<file path="src/rtl/core/baro_sample_average_compensate_defines.svh">
// ---------------------------------------------------------------------------
// Assertion macros for the barometric averaging and compensation block
// Shared concurrent assertion forms, clocked on clock and disabled in reset.
// ---------------------------------------------------------------------------
`ifndef BARO_SAMPLE_AVERAGE_COMPENSATE_DEFINES_SVH
`define BARO_SAMPLE_AVERAGE_COMPENSATE_DEFINES_SVH

// The consequent must hold in the same cycle as the antecedent.
`define BASC_ASSERT_NOW(label, ante, cons) \
   label: assert property (@(posedge clock) disable iff (reset) (ante) |-> (cons)) \
      else $error("basc assertion failed");

// The consequent must hold in the cycle after the antecedent.
`define BASC_ASSERT_NEXT(label, ante, cons) \
   label: assert property (@(posedge clock) disable iff (reset) (ante) |=> (cons)) \
      else $error("basc assertion failed");

`endif

</file>
<file path="src/rtl/core/basc_pkg.sv">
// ---------------------------------------------------------------------------
// basc_pkg
// Types and fixed constants of the barometric averaging and compensation block.
// ---------------------------------------------------------------------------
package basc_pkg;

   localparam int RAW_W   = 24;
   localparam int COEF_W  = 16;
   localparam int PRESS_W = 17;
   localparam int TEMP_W  = 15;

   localparam int CSR_AW    = 5;
   localparam int CSR_DW    = 32;
   localparam int REG_IDX_W = 3;

   localparam logic [REG_IDX_W-1:0] REG_C1 = 3'd0;
   localparam logic [REG_IDX_W-1:0] REG_C2 = 3'd1;
   localparam logic [REG_IDX_W-1:0] REG_C3 = 3'd2;
   localparam logic [REG_IDX_W-1:0] REG_C4 = 3'd3;
   localparam logic [REG_IDX_W-1:0] REG_C5 = 3'd4;
   localparam logic [REG_IDX_W-1:0] REG_C6 = 3'd5;

   localparam int DT_W      = 26;
   localparam int MB_W      = 19;
   localparam int PROD_W    = DT_W + MB_W;
   localparam int SENS_W    = 37;
   localparam int OFF_W     = 37;
   localparam int SENS_LO_W = 18;
   localparam int LO_W      = RAW_W + SENS_LO_W;
   localparam int FULL_W    = 62;
   localparam int TEMP_SHIFT = 23;
   localparam int OFF_SHIFT  = 6;
   localparam int SENS_SHIFT = 7;
   localparam int X_SHIFT    = 21;
   localparam int P_SHIFT    = 15;
   localparam int Q_W        = FULL_W - X_SHIFT;
   localparam int X_W        = Q_W + 1;
   localparam int PW_W       = X_W - P_SHIFT;
   localparam int TW_W       = PROD_W - TEMP_SHIFT + 1;

   localparam int TEMP_BASE  = 2000;
   localparam int T_MIN      = -4000;
   localparam int T_MAX      = 8500;
   localparam int P_MAX      = 131071;
   localparam int P_OK_LIMIT = 3276800;

   localparam int QDEPTH = 2;
   localparam int QPTR_W = $clog2(QDEPTH);
   localparam int QCNT_W = $clog2(QDEPTH + 1);

   typedef struct packed {
      logic [COEF_W-1:0] c1;
      logic [COEF_W-1:0] c2;
      logic [COEF_W-1:0] c3;
      logic [COEF_W-1:0] c4;
      logic [COEF_W-1:0] c5;
      logic [COEF_W-1:0] c6;
   } coef_type;

   typedef struct packed {
      logic [RAW_W-1:0] avg_p;
      logic [RAW_W-1:0] avg_t;
   } sample_type;

endpackage

</file>
<file path="src/rtl/core/basc_front.sv">
// ---------------------------------------------------------------------------
// basc_front
// Takes raw conversion words, keeps the two running averages and the phase,
// and queues an average pair for compensation after every pressure word.
// ---------------------------------------------------------------------------
module basc_front import basc_pkg::*; #(
   parameter int AVG_SHIFT = 4
) (
   input  logic             clock,
   input  logic             reset,
   input  logic             req_valid,
   output logic             req_ready,
   input  logic [RAW_W-1:0] req_conv_value,
   output logic             push,
   output sample_type       push_data,
   input  logic             q_full
);

   localparam int AW = RAW_W + 1;
   localparam logic signed [AW-1:0] AVG_BIAS = AW'((1 << AVG_SHIFT) - 1);

   logic             phase_ff, phase_in;
   logic             valid_p_ff, valid_p_in;
   logic             valid_t_ff, valid_t_in;
   logic [RAW_W-1:0] avg_p_ff, avg_p_in;
   logic [RAW_W-1:0] avg_t_ff, avg_t_in;
   logic             accept;

   function automatic logic [RAW_W-1:0] run_avg(input logic [RAW_W-1:0] avg,
                                                input logic             valid,
                                                input logic [RAW_W-1:0] x);
      logic signed [AW-1:0] diff;
      logic signed [AW-1:0] step;
      diff = $signed({1'b0, x}) - $signed({1'b0, avg});
      step = (diff + (diff[AW-1] ? AVG_BIAS : AW'(0))) >>> AVG_SHIFT;
      return valid ? avg + step[RAW_W-1:0] : x;
   endfunction

   assign req_ready = phase_ff || !q_full;
   assign accept    = req_valid && req_ready;
   assign push      = accept && !phase_ff;
   assign push_data = '{avg_p: avg_p_in, avg_t: avg_t_ff};

   always_comb begin
      phase_in   = phase_ff;
      valid_p_in = valid_p_ff;
      valid_t_in = valid_t_ff;
      avg_p_in   = avg_p_ff;
      avg_t_in   = avg_t_ff;
      if (accept) begin
         phase_in = !phase_ff;
         if (phase_ff) begin
            avg_t_in   = run_avg(avg_t_ff, valid_t_ff, req_conv_value);
            valid_t_in = 1'b1;
         end else begin
            avg_p_in   = run_avg(avg_p_ff, valid_p_ff, req_conv_value);
            valid_p_in = 1'b1;
         end
      end
   end

   always_ff @(posedge clock) begin
      if (reset) begin
         phase_ff   <= 1'b0;
         valid_p_ff <= 1'b0;
         valid_t_ff <= 1'b0;
         avg_p_ff   <= '0;
         avg_t_ff   <= '0;
      end else begin
         phase_ff   <= phase_in;
         valid_p_ff <= valid_p_in;
         valid_t_ff <= valid_t_in;
         avg_p_ff   <= avg_p_in;
         avg_t_ff   <= avg_t_in;
      end
   end

endmodule

</file>
<file path="src/rtl/core/basc_queue.sv">
// ---------------------------------------------------------------------------
// basc_queue
// Two-entry queue of average pairs between the front and the compensation
// sequencer.
// ---------------------------------------------------------------------------
`include "baro_sample_average_compensate_defines.svh"

module basc_queue import basc_pkg::*; (
   input  logic       clock,
   input  logic       reset,
   input  logic       push,
   input  sample_type push_data,
   input  logic       pop,
   output sample_type pop_data,
   output logic       full,
   output logic       empty
);

   sample_type        mem_ff [QDEPTH];
   sample_type        mem_in [QDEPTH];
   logic [QPTR_W-1:0] wr_ptr_ff, wr_ptr_in;
   logic [QPTR_W-1:0] rd_ptr_ff, rd_ptr_in;
   logic [QCNT_W-1:0] count_ff, count_in;

   assign full     = (count_ff == QCNT_W'(QDEPTH));
   assign empty    = (count_ff == '0);
   assign pop_data = mem_ff[rd_ptr_ff];

   always_comb begin
      mem_in    = mem_ff;
      wr_ptr_in = wr_ptr_ff;
      rd_ptr_in = rd_ptr_ff;
      count_in  = count_ff;
      if (push) begin
         mem_in[wr_ptr_ff] = push_data;
         wr_ptr_in = wr_ptr_ff + 1'b1;
      end
      if (pop) begin
         rd_ptr_in = rd_ptr_ff + 1'b1;
      end
      if (push && !pop) begin
         count_in = count_ff + 1'b1;
      end else if (pop && !push) begin
         count_in = count_ff - 1'b1;
      end
   end

   always_ff @(posedge clock) begin
      mem_ff <= mem_in;
   end

   always_ff @(posedge clock) begin
      if (reset) begin
         wr_ptr_ff <= '0;
         rd_ptr_ff <= '0;
         count_ff  <= '0;
      end else begin
         wr_ptr_ff <= wr_ptr_in;
         rd_ptr_ff <= rd_ptr_in;
         count_ff  <= count_in;
      end
   end

   `BASC_ASSERT_NOW(a_no_push_full, push, !full)
   `BASC_ASSERT_NOW(a_no_pop_empty, pop, !empty)

endmodule

</file>
<file path="src/rtl/core/basc_back.sv">
// ---------------------------------------------------------------------------
// basc_back
// Compensation sequencer: one shared 26 by 19 bit multiplier stepped through
// the temperature, offset, sensitivity and pressure products, with a result
// register on the output channel.
// ---------------------------------------------------------------------------
`include "baro_sample_average_compensate_defines.svh"

module basc_back import basc_pkg::*; (
   input  logic                     clock,
   input  logic                     reset,
   input  coef_type                 coef,
   input  logic                     q_empty,
   input  sample_type               q_data,
   output logic                     q_pop,
   output logic                     rsp_valid,
   input  logic                     rsp_ready,
   output logic [PRESS_W-1:0]       rsp_pressure_pa,
   output logic signed [TEMP_W-1:0] rsp_temp_centideg,
   output logic                     rsp_pressure_ok
);

   localparam logic [3:0] ST_IDLE = 4'd0;
   localparam logic [3:0] ST_DT   = 4'd1;
   localparam logic [3:0] ST_MT   = 4'd2;
   localparam logic [3:0] ST_MO   = 4'd3;
   localparam logic [3:0] ST_MS   = 4'd4;
   localparam logic [3:0] ST_PS   = 4'd5;
   localparam logic [3:0] ST_ML   = 4'd6;
   localparam logic [3:0] ST_MH   = 4'd7;
   localparam logic [3:0] ST_SUM  = 4'd8;
   localparam logic [3:0] ST_Q    = 4'd9;
   localparam logic [3:0] ST_X    = 4'd10;
   localparam logic [3:0] ST_FIN  = 4'd11;

   logic [3:0]                state_ff, state_in;
   logic [RAW_W-1:0]          ap_ff, ap_in;
   logic [RAW_W-1:0]          at_ff, at_in;
   logic signed [DT_W-1:0]    dt_ff, dt_in;
   logic signed [PROD_W-1:0]  prod_ff, prod_in;
   logic signed [TEMP_W-1:0]  temp_ff, temp_in;
   logic signed [OFF_W-1:0]   off_ff, off_in;
   logic signed [SENS_W-1:0]  sens_ff, sens_in;
   logic [LO_W-1:0]           lo_ff, lo_in;
   logic signed [FULL_W-1:0]  full_ff, full_in;
   logic signed [Q_W-1:0]     q_ff, q_in;
   logic signed [X_W-1:0]     x_ff, x_in;
   logic                      rsp_valid_ff, rsp_valid_in;
   logic [PRESS_W-1:0]        rsp_p_ff, rsp_p_in;
   logic signed [TEMP_W-1:0]  rsp_t_ff, rsp_t_in;
   logic                      rsp_ok_ff, rsp_ok_in;

   logic signed [DT_W-1:0]    mul_a;
   logic signed [MB_W-1:0]    mul_b;
   logic signed [PROD_W-1:0]  mul_p;
   logic signed [TW_W-1:0]    t_wide;
   logic signed [TEMP_W-1:0]  t_sat;
   logic signed [PROD_W-1:0]  prod_b64;
   logic signed [PROD_W-1:0]  prod_b128;
   logic signed [FULL_W-1:0]  full_b;
   logic signed [X_W-1:0]     x_b;
   logic signed [PW_W-1:0]    p_wide;
   logic [PRESS_W-1:0]        p_sat;
   logic                      out_free;

   assign mul_p    = mul_a * mul_b;
   assign out_free = !rsp_valid_ff || rsp_ready;

   assign t_wide = TW_W'($signed(prod_ff[PROD_W-1:TEMP_SHIFT])) + TW_W'(TEMP_BASE);
   always_comb begin
      if (t_wide < TW_W'(T_MIN)) begin
         t_sat = TEMP_W'(T_MIN);
      end else if (t_wide > TW_W'(T_MAX)) begin
         t_sat = TEMP_W'(T_MAX);
      end else begin
         t_sat = t_wide[TEMP_W-1:0];
      end
   end

   assign prod_b64  = prod_ff + (prod_ff[PROD_W-1] ?
                      PROD_W'((1 << OFF_SHIFT) - 1) : PROD_W'(0));
   assign prod_b128 = prod_ff + (prod_ff[PROD_W-1] ?
                      PROD_W'((1 << SENS_SHIFT) - 1) : PROD_W'(0));
   assign full_b    = full_ff + (full_ff[FULL_W-1] ?
                      FULL_W'((1 << X_SHIFT) - 1) : FULL_W'(0));
   assign x_b       = x_ff + (x_ff[X_W-1] ? X_W'((1 << P_SHIFT) - 1) : X_W'(0));
   assign p_wide    = $signed(x_b[X_W-1:P_SHIFT]);

   always_comb begin
      if (p_wide[PW_W-1]) begin
         p_sat = '0;
      end else if (p_wide > PW_W'(P_MAX)) begin
         p_sat = PRESS_W'(P_MAX);
      end else begin
         p_sat = p_wide[PRESS_W-1:0];
      end
   end

   always_comb begin
      state_in     = state_ff;
      ap_in        = ap_ff;
      at_in        = at_ff;
      dt_in        = dt_ff;
      prod_in      = prod_ff;
      temp_in      = temp_ff;
      off_in       = off_ff;
      sens_in      = sens_ff;
      lo_in        = lo_ff;
      full_in      = full_ff;
      q_in         = q_ff;
      x_in         = x_ff;
      rsp_valid_in = rsp_valid_ff && !rsp_ready;
      rsp_p_in     = rsp_p_ff;
      rsp_t_in     = rsp_t_ff;
      rsp_ok_in    = rsp_ok_ff;
      q_pop        = 1'b0;
      mul_a        = dt_ff;
      mul_b        = $signed({3'b000, coef.c6});
      case (state_ff)
         ST_IDLE: begin
            if (!q_empty) begin
               q_pop    = 1'b1;
               ap_in    = q_data.avg_p;
               at_in    = q_data.avg_t;
               state_in = ST_DT;
            end
         end
         ST_DT: begin
            dt_in    = $signed({2'b00, at_ff}) - $signed({2'b00, coef.c5, 8'h00});
            state_in = ST_MT;
         end
         ST_MT: begin
            prod_in  = mul_p;
            state_in = ST_MO;
         end
         ST_MO: begin
            temp_in  = t_sat;
            mul_b    = $signed({3'b000, coef.c4});
            prod_in  = mul_p;
            state_in = ST_MS;
         end
         ST_MS: begin
            off_in   = $signed(OFF_W'({coef.c2, 17'h00000}))
                       + OFF_W'($signed(prod_b64[PROD_W-1:OFF_SHIFT]));
            mul_b    = $signed({3'b000, coef.c3});
            prod_in  = mul_p;
            state_in = ST_PS;
         end
         ST_PS: begin
            sens_in  = $signed(SENS_W'({coef.c1, 16'h0000}))
                       + SENS_W'($signed(prod_b128[PROD_W-1:SENS_SHIFT]));
            state_in = ST_ML;
         end
         ST_ML: begin
            mul_a    = $signed({2'b00, ap_ff});
            mul_b    = $signed({1'b0, sens_ff[SENS_LO_W-1:0]});
            prod_in  = mul_p;
            state_in = ST_MH;
         end
         ST_MH: begin
            lo_in    = prod_ff[LO_W-1:0];
            mul_a    = $signed({2'b00, ap_ff});
            mul_b    = sens_ff[SENS_W-1:SENS_LO_W];
            prod_in  = mul_p;
            state_in = ST_SUM;
         end
         ST_SUM: begin
            full_in  = (FULL_W'(prod_ff) <<< SENS_LO_W) + $signed(FULL_W'(lo_ff));
            state_in = ST_Q;
         end
         ST_Q: begin
            q_in     = $signed(full_b[FULL_W-1:X_SHIFT]);
            state_in = ST_X;
         end
         ST_X: begin
            x_in     = X_W'(q_ff) - X_W'(off_ff);
            state_in = ST_FIN;
         end
         ST_FIN: begin
            if (out_free) begin
               rsp_valid_in = 1'b1;
               rsp_p_in     = p_sat;
               rsp_t_in     = temp_ff;
               rsp_ok_in    = (x_ff >= X_W'(P_OK_LIMIT));
               state_in     = ST_IDLE;
            end
         end
         default: begin
            state_in = ST_IDLE;
         end
      endcase
   end

   always_ff @(posedge clock) begin
      if (reset) begin
         state_ff     <= ST_IDLE;
         rsp_valid_ff <= 1'b0;
      end else begin
         state_ff     <= state_in;
         rsp_valid_ff <= rsp_valid_in;
      end
   end

   always_ff @(posedge clock) begin
      ap_ff     <= ap_in;
      at_ff     <= at_in;
      dt_ff     <= dt_in;
      prod_ff   <= prod_in;
      temp_ff   <= temp_in;
      off_ff    <= off_in;
      sens_ff   <= sens_in;
      lo_ff     <= lo_in;
      full_ff   <= full_in;
      q_ff      <= q_in;
      x_ff      <= x_in;
      rsp_p_ff  <= rsp_p_in;
      rsp_t_ff  <= rsp_t_in;
      rsp_ok_ff <= rsp_ok_in;
   end

   assign rsp_valid         = rsp_valid_ff;
   assign rsp_pressure_pa   = rsp_p_ff;
   assign rsp_temp_centideg = rsp_t_ff;
   assign rsp_pressure_ok   = rsp_ok_ff;

   `BASC_ASSERT_NOW(a_pop_only_idle, q_pop, state_ff == ST_IDLE)
   `BASC_ASSERT_NEXT(a_start_seq, state_ff == ST_IDLE && !q_empty, state_ff == ST_DT)
   `BASC_ASSERT_NEXT(a_fin_waits, state_ff == ST_FIN && !out_free,
                     state_ff == ST_FIN && rsp_valid_ff)

endmodule

</file>
<file path="src/rtl/core/baro_sample_average_compensate.sv">
// ---------------------------------------------------------------------------
// baro_sample_average_compensate
// Running averages of raw pressure and temperature words with first-order
// compensation, calibration words on an APB-style register port.
// ---------------------------------------------------------------------------
// A temperature word is taken and gives no result.
// A pressure word gives its result once the shared multiplier sequencer is
// through its states; it ends one word before it takes the next, which sets
// the sustained rate, and a two-entry queue lets the input run ahead of it.
// Synchronous reset clears the phase, both averages, the calibration words,
// the queue and the output valid; there is no clearing pass.
module baro_sample_average_compensate import basc_pkg::*; #(
   parameter int AVG_SHIFT = 4
) (
   input  logic                     clock,
   input  logic                     reset,
   input  logic                     req_valid,
   output logic                     req_ready,
   input  logic [RAW_W-1:0]         req_conv_value,
   output logic                     rsp_valid,
   input  logic                     rsp_ready,
   output logic [PRESS_W-1:0]       rsp_pressure_pa,
   output logic signed [TEMP_W-1:0] rsp_temp_centideg,
   output logic                     rsp_pressure_ok,
   input  logic                     csr_psel,
   input  logic                     csr_penable,
   input  logic                     csr_pwrite,
   input  logic [CSR_AW-1:0]        csr_paddr,
   input  logic [CSR_DW-1:0]        csr_pwdata,
   output logic [CSR_DW-1:0]        csr_prdata,
   output logic                     csr_pready
);

   coef_type               coef_ff, coef_in;
   logic [REG_IDX_W-1:0]   reg_idx;
   logic [COEF_W-1:0]      rd_word;
   logic                   wr_en;
   logic                   push;
   logic                   pop;
   logic                   q_full;
   logic                   q_empty;
   sample_type             push_data;
   sample_type             pop_data;

   assign csr_pready = 1'b1;
   assign reg_idx    = csr_paddr[CSR_AW-1:2];
   assign wr_en      = csr_psel && csr_penable && csr_pwrite && csr_pready;
   assign csr_prdata = CSR_DW'(rd_word);

   always_comb begin
      coef_in = coef_ff;
      if (wr_en) begin
         case (reg_idx)
            REG_C1:  coef_in.c1 = csr_pwdata[COEF_W-1:0];
            REG_C2:  coef_in.c2 = csr_pwdata[COEF_W-1:0];
            REG_C3:  coef_in.c3 = csr_pwdata[COEF_W-1:0];
            REG_C4:  coef_in.c4 = csr_pwdata[COEF_W-1:0];
            REG_C5:  coef_in.c5 = csr_pwdata[COEF_W-1:0];
            REG_C6:  coef_in.c6 = csr_pwdata[COEF_W-1:0];
            default: coef_in = coef_ff;
         endcase
      end
   end

   always_comb begin
      case (reg_idx)
         REG_C1:  rd_word = coef_ff.c1;
         REG_C2:  rd_word = coef_ff.c2;
         REG_C3:  rd_word = coef_ff.c3;
         REG_C4:  rd_word = coef_ff.c4;
         REG_C5:  rd_word = coef_ff.c5;
         REG_C6:  rd_word = coef_ff.c6;
         default: rd_word = '0;
      endcase
   end

   always_ff @(posedge clock) begin
      if (reset) begin
         coef_ff <= '0;
      end else begin
         coef_ff <= coef_in;
      end
   end

   basc_front #(
      .AVG_SHIFT (AVG_SHIFT)
   ) u_front (
      .clock          (clock),
      .reset          (reset),
      .req_valid      (req_valid),
      .req_ready      (req_ready),
      .req_conv_value (req_conv_value),
      .push           (push),
      .push_data      (push_data),
      .q_full         (q_full)
   );

   basc_queue u_queue (
      .clock     (clock),
      .reset     (reset),
      .push      (push),
      .push_data (push_data),
      .pop       (pop),
      .pop_data  (pop_data),
      .full      (q_full),
      .empty     (q_empty)
   );

   basc_back u_back (
      .clock             (clock),
      .reset             (reset),
      .coef              (coef_ff),
      .q_empty           (q_empty),
      .q_data            (pop_data),
      .q_pop             (pop),
      .rsp_valid         (rsp_valid),
      .rsp_ready         (rsp_ready),
      .rsp_pressure_pa   (rsp_pressure_pa),
      .rsp_temp_centideg (rsp_temp_centideg),
      .rsp_pressure_ok   (rsp_pressure_ok)
   );

endmodule

</file>
<file path="config.mk">
export PLATFORM = sky130hd
export DESIGN_NAME = baro_sample_average_compensate
export DESIGN_NICKNAME = d
export VERILOG_FILES = /design/src/rtl/core/basc_pkg.sv /design/src/rtl/core/basc_front.sv /design/src/rtl/core/basc_queue.sv /design/src/rtl/core/basc_back.sv /design/src/rtl/core/baro_sample_average_compensate.sv
export VERILOG_INCLUDE_DIRS = /design/src /design/src/rtl/core
export SDC_FILE = /design/constraint.sdc
export NUM_CORES = 2
export LEC_CHECK = 0
export ABC_AREA = 1
export ABC_CLOCK_PERIOD_IN_PS = 17130
export BUFFER_PORTS_ARGS = -buffer_cell sky130_fd_sc_hd__buf_2
export CAP_MARGIN = 20
export CELL_PAD_IN_SITES_DETAIL_PLACEMENT = 1
export CELL_PAD_IN_SITES_GLOBAL_PLACEMENT = 2
export CORE_MARGIN = 1
export CORE_UTILIZATION = 35
export DETAILED_ROUTE_END_ITERATION = 8
export MAX_ROUTING_LAYER = met4
export PLACE_DENSITY = 0.86
export SLEW_MARGIN = 20
export SYNTH_ARGS = -nofsm -noshare
export SYNTH_HDL_FRONTEND = slang
export SYNTH_HIERARCHICAL = 1
export SYNTH_SLANG_ARGS = --single-unit
</file>
<file path="constraint.sdc">
create_clock -name clock -period 17.13 [get_ports clock]
set_clock_uncertainty 0.05 [all_clocks]
set_input_delay 4.2825 -clock clock [delete_from_list [all_inputs] [get_ports clock]]
set_output_delay 4.2825 -clock clock [all_outputs]
set_load 0.01 [all_outputs]
</file>
---- After elaboration in Yosys (flattened, before gate mapping) ----
Index checks and enable logic that the tools add are counted.
W data, S select, Z words.
operators by class
  magnitude comparators ................... 7
  reduce and logical (&&, ||, !) cells .... 34
  eq/ne operators ......................... 19
  $mul .................................... 1
  mux-type cells .......................... 30
  add/subtract/negate cells ............... 20
  bitwise gates (word level) .............. 4
operators by type and width
  operator                  number
  $mux W48                  4
  $bwmux W96                1
  $mux W24                  4
  $pmux W16 S6              1
  $pmux W19 S4              1
  $sub A24 B24 Y25          3
  $add A62 B43 Y62          1
  $add A62 B62 Y62          1
  $add A25 B25 Y25          2
  $add A24 B24 Y24          2
  $demux W48 S1             1
  $pmux W4 S12              1
  $mul A26 B19 Y45          1
  $add A44 B8 Y44           1
  $add A43 B43 Y43          1
  $add A42 B42 Y42          1
  $ge A42 B23 Y1 const B    1
  $sub A41 B37 Y42          1
  $add A33 B37 Y37          1
  $add A34 B37 Y37          1
  $mux W15                  2
  $gt A27 B18 Y1 const B    1
  $mux W26                  1
  $add A22 B12 Y23 const B  1
  other kinds (36)          80
word-level totals
  register bits after elaboration ......... 680
  logic and storage cells ................. 150
  output and inout bits ................... 68

---- Longest topological paths before layout ----
  depth after elaboration ................. 9
  mapped depth ............................ 41

---- Cells and area by module ----
Netlist, hierarchy kept.
modules (own cells, without submodules)
  module                          cells each  times used  area each (um^2)
  basc_back                       4945        1           43390.4
  basc_front                      1663        1           9262.6
  baro_sample_average_compensate  784         1           4942.2
  basc_queue                      180         1           3712.3

---- Worst setup path after synthesis ----
No wires, ideal clock.
  path kind ............................... input-to-output
  start point ............................. in csr_paddr[4]
  end point ............................... out csr_prdata[0]
  data arrival time ....................... 5.201 ns
  path buffers ............................ 2
  data required time ...................... 12.798 ns
  stages .................................. 9
  path slack .............................. 7.597 ns
  cells stage by stage .................... buf_2 -> inv_2 -> nand2_2 -> nor2_4 -> buf_2 -> nand2_1 -> nand2_1 -> inv_1 -> nand2_1
on the way
  word-level cells in the longest chain between the ends .. 2
  elaborated cells on any way between the ends .. 7
  classes of those cells .................. eq/ne: 5; mux: 1; reduce/logical: 1
ends and longest elaborated chain
  what                                        line                                  source
  start, declared                             baro_sample_average_compensate.sv:28  input logic [CSR_AW-1:0] csr_paddr,
  $eq A3 B3 Y1, or another cell as far along  baro_sample_average_compensate.sv:66  case (reg_idx)
  $pmux W16 S6 *                              baro_sample_average_compensate.sv:66
  end, declared                               baro_sample_average_compensate.sv:30  output logic [CSR_DW-1:0] csr_prdata,
Every way passes the cells marked *; elsewhere a longest branch is shown, timed or not.

---- Final worst setup path ----
Ends and elaborated chain as after synthesis.

==> impl_metrics.json <==
{
  "syn_area_per_cell_um2": 8.10,
  "async_reset_ff_share_pct": 0,
  "final_common_cell": "nand2_1",
  "critical_path_required_ns": 12.80,
  "fin_tns_setup_ns": 0,
  "drt-total-wl_um": 210000,
  "fillers": 21014,
  "power_mw": 12.4,
  "max_cap_violations": 0,
  "timing.rr.start": "u_back/state_ff[0]",
  "leakagePower_nw": 31.9,
  "drt_pass1_iterations": 5,
  "grt_max_degree": 97,
  "clk_pin_slew_ns": 0.06,
  "hpwl_um": 171000,
  "grt_use_total_pct": 24.5,
  "rows": 153,
  "route.detailed.drc": 0,
  "min_from": "u_back/lo_ff[9]",
  "critPathArrivalTime_ns": 6.46,
  "core-area_mm2": 0.174,
  "place_congestion": 0.972,
  "setup_viol": 0,
  "min_to": "u_back/full_ff[9]",
  "syn_inst": 7572,
  "antenna_found_initial": 0,
  "drv_slew": 0,
  "post-route-min-period_ns": 10.79,
  "vias": 50796,
  "grt-ovfl-total": 0,
  "crit_fanout": 34,
  "ios": 136,
  "drt_iter0_drc": 2621,
  "clock_latency_ns": 0.71,
  "regToRegEndpoint": "u_back/prod_ff[44]",
  "fp.dieArea_mm2": 0.177,
  "tightest_slew_ns": 1.09,
  "r2r_cells": 28,
  "yosysWarnings": 6,
  "crit_type": "in2out",
  "outcome": "completed",
  "grt_pass1_vias": 54137,
  "initial_core_util_pct": 35.2,
  "drive_gt1_share_pct": 6.51,
  "die_w_um": 421,
  "final_util_pct": 38.6,
  "cts_resized": 0,
  "seq_area_frac_synth_pct": 30.7,
  "routed_via_density": 5.05,
  "max_slew_margin_pct": 27.1,
  "grt_pass1_wl_um": 320000,
  "ys_ff_latch": 679,
  "cts_tree": "done",
  "startpoint_type": "input pin",
  "worst_hold_path_type": "reg2reg",
  "clock_path_buffers": 3,
  "wl_per_cell_um": 20.9,
  "irDropWorstVdd_uv": 179,
  "htreeDepth": 3,
  "finalHoldViolCount": 0,
  "io_buffer_count": 100,
  "synth_edf_count": 523,
  "synth_area_mm2": 0.0613,
  "holdBufCountCts": 0,
  "hold-worst-slack_ns": 0.368,
  "ys.flop_type": "edfxtp_1",
  "cts_setup_buffers": 0,
  "post-route-period-util_pct": 63.0,
  "nets": 8597,
  "cts_root_buf": "clkbuf_16",
  "cts_sinks": 679,
  "max_freq_mhz": 92.7,
  "holdPathStages": 0,
  "antenna_cells": 0,
  "die_y_um": 421,
  "power.density_mw_per_mm2": 184,
  "reg2reg_slack_ns": 7.78,
  "cts_inserted_buffers": 79,
  "synth_cell_types": 69,
  "area_growth_pct": 9.61,
  "crit_path_end_kind": "output port",
  "rsz0062_at_grt": "no",
  "layout_common_cells": "1717 x nand2_1, 1336 x inv_1, 905 x nor2_1",
  "final_antenna_net_count": 0
}
[worst max-delay path, stage by stage]
cell,delay [ns]
buf_2,0.35
inv_2,0.56
nand2_2,0.18
nor2_4,0.52
nand2_1,0.10
nand2_1,0.08
inv_1,0.04
nand2_1,0.16
buf_2,0.17
[cells in the mapped netlist (all sizes together) (3+ instances only)]
| cell type | number | area, um^2 |
|---|---|---|
| xnor2 | 99 | 867 |
| edfxtp | 523 | 15700 |
| or2 | 9 | 56.3 |
| a21boi | 19 | 143 |
| a21o | 34 | 255 |
| nor3 | 78 | 457 |
| mux2 | 48 | 578 |
| clkinv | 6 | 22.5 |
| a22oi | 4 | 30.0 |
| nor4 | 25 | 171 |
| a22o | 7 | 61.3 |
| a31o | 4 | 35.0 |
| a31oi | 26 | 163 |
| fa | 485 | 9710 |
| o221ai | 7 | 61.3 |
| a21oi | 373 | 1890 |
| a221oi | 15 | 131 |
| nor2 | 955 | 3770 |
| conb | 4 | 15.0 |
| inv | 1358 | 5100 |
| o21bai | 20 | 150 |
| o22ai | 12 | 75.1 |
| xor2 | 231 | 2040 |
| dfxtp | 156 | 3120 |
| o2111ai | 3 | 26.3 |
| and3 | 5 | 31.3 |
| o31ai | 3 | 22.5 |
| nand3 | 312 | 1600 |
| and2 | 11 | 68.8 |
| o211ai | 23 | 173 |
| o21ai | 229 | 1180 |
| nand2 | 1749 | 6680 |
| buf | 143 | 815 |
| a211oi | 7 | 52.6 |
| ha | 385 | 4820 |
| clkbuf | 37 | 143 |
| nand3b | 9 | 67.6 |
| o21a | 15 | 113 |
| nand4 | 135 | 851 |
[where the power goes]
group          leakage (nW)  total, mW  switching (mW)  internal [mW]
Sequential             6.07       2.61           0.277           2.33
Clock                  1.32       1.78           0.747           1.03
Combinational          24.5       7.99            5.22           2.77
[per-layer routing]
layer  wire length [um]  global-route usage, %  part of all wire [%]  vias to the layer above
met4               8430                   8.88                   4.0                        0
met3               6380                   2.05                   3.0                      340
met2             106000                   42.8                    50                      943
li1                   -                      -                     -                    24194
met1              89300                   29.3                    43                    25319
met5                  0                      -                     0                        -
[worst max path at each step]
stage / cells past startpoint / slack, ns / from / to
2_1_floorplan: 9 / 7.60 / csr_paddr[4] / csr_prdata[0]
3_3_place_gp: 9 / 6.40 / csr_paddr[4] / csr_prdata[2]
3_5_place_dp: 9 / 6.38 / csr_paddr[4] / csr_prdata[2]
4_1_cts: 9 / 6.36 / csr_paddr[4] / csr_prdata[2]
5_1_grt: 9 / 6.25 / csr_paddr[4] / csr_prdata[0]
6_report: 9 / 6.34 / csr_paddr[4] / csr_prdata[0]
[cells by family (layout without fill, tap and decap cells)]
family                     count (synthesis)  count (layout)  synth area share [%]
DFF                                      679             679                  30.7
buffers and inverters                   1544            1681                  9.92
muxes                                     48              48                 0.943
AOI/OAI and AO/OA                        803             803                  7.47
adders and majority gates                870             870                  23.7
xor gates and xnor gates                 330             330                  4.74
and+or+nand+nor                         3294            3294                  22.5
other                                      4              21                0.0245
[flip-flops by register name (all words and copies together), names as in the netlist, 17 cells and up]
name,cells
coef_ff,96
u_back/ap_ff,24
u_back/at_ff,24
u_back/dt_ff,25
u_back/full_ff,62
u_back/lo_ff,42
u_back/off_ff,37
u_back/prod_ff,45
u_back/q_ff,41
u_back/rsp_pressure_pa,17
u_back/sens_ff,37
u_back/x_ff,42
u_front/avg_p_ff,24
u_front/avg_t_ff,24
u_queue/mem_ff,96
[metrics by stage]
stage	setup WS [ns]	cell area [um^2]	cells
global placement	6.40	64400	9902
global route	6.25	67200	10051
CTS	6.36	67200	10050
finish	6.34	67200	10051
detailed placement	6.38	64400	9902
floorplan	7.60	61400	7589
[layout make-up]
type / count / area (um^2) / share of cell area, %
sequential: 679 / 18800 / 28.0
multi-input combinational: 5366 / 36600 / 54.4
clock buffer: 91 / 2060 / 3.07
timing repair buffer: 169 / 1040 / 1.55
inverter: 1364 / 5130 / 7.63
tap: 2325 / 2910 / 4.33
clock inverter: 57 / 666 / 0.991
(Power assumes the default switching activity.)
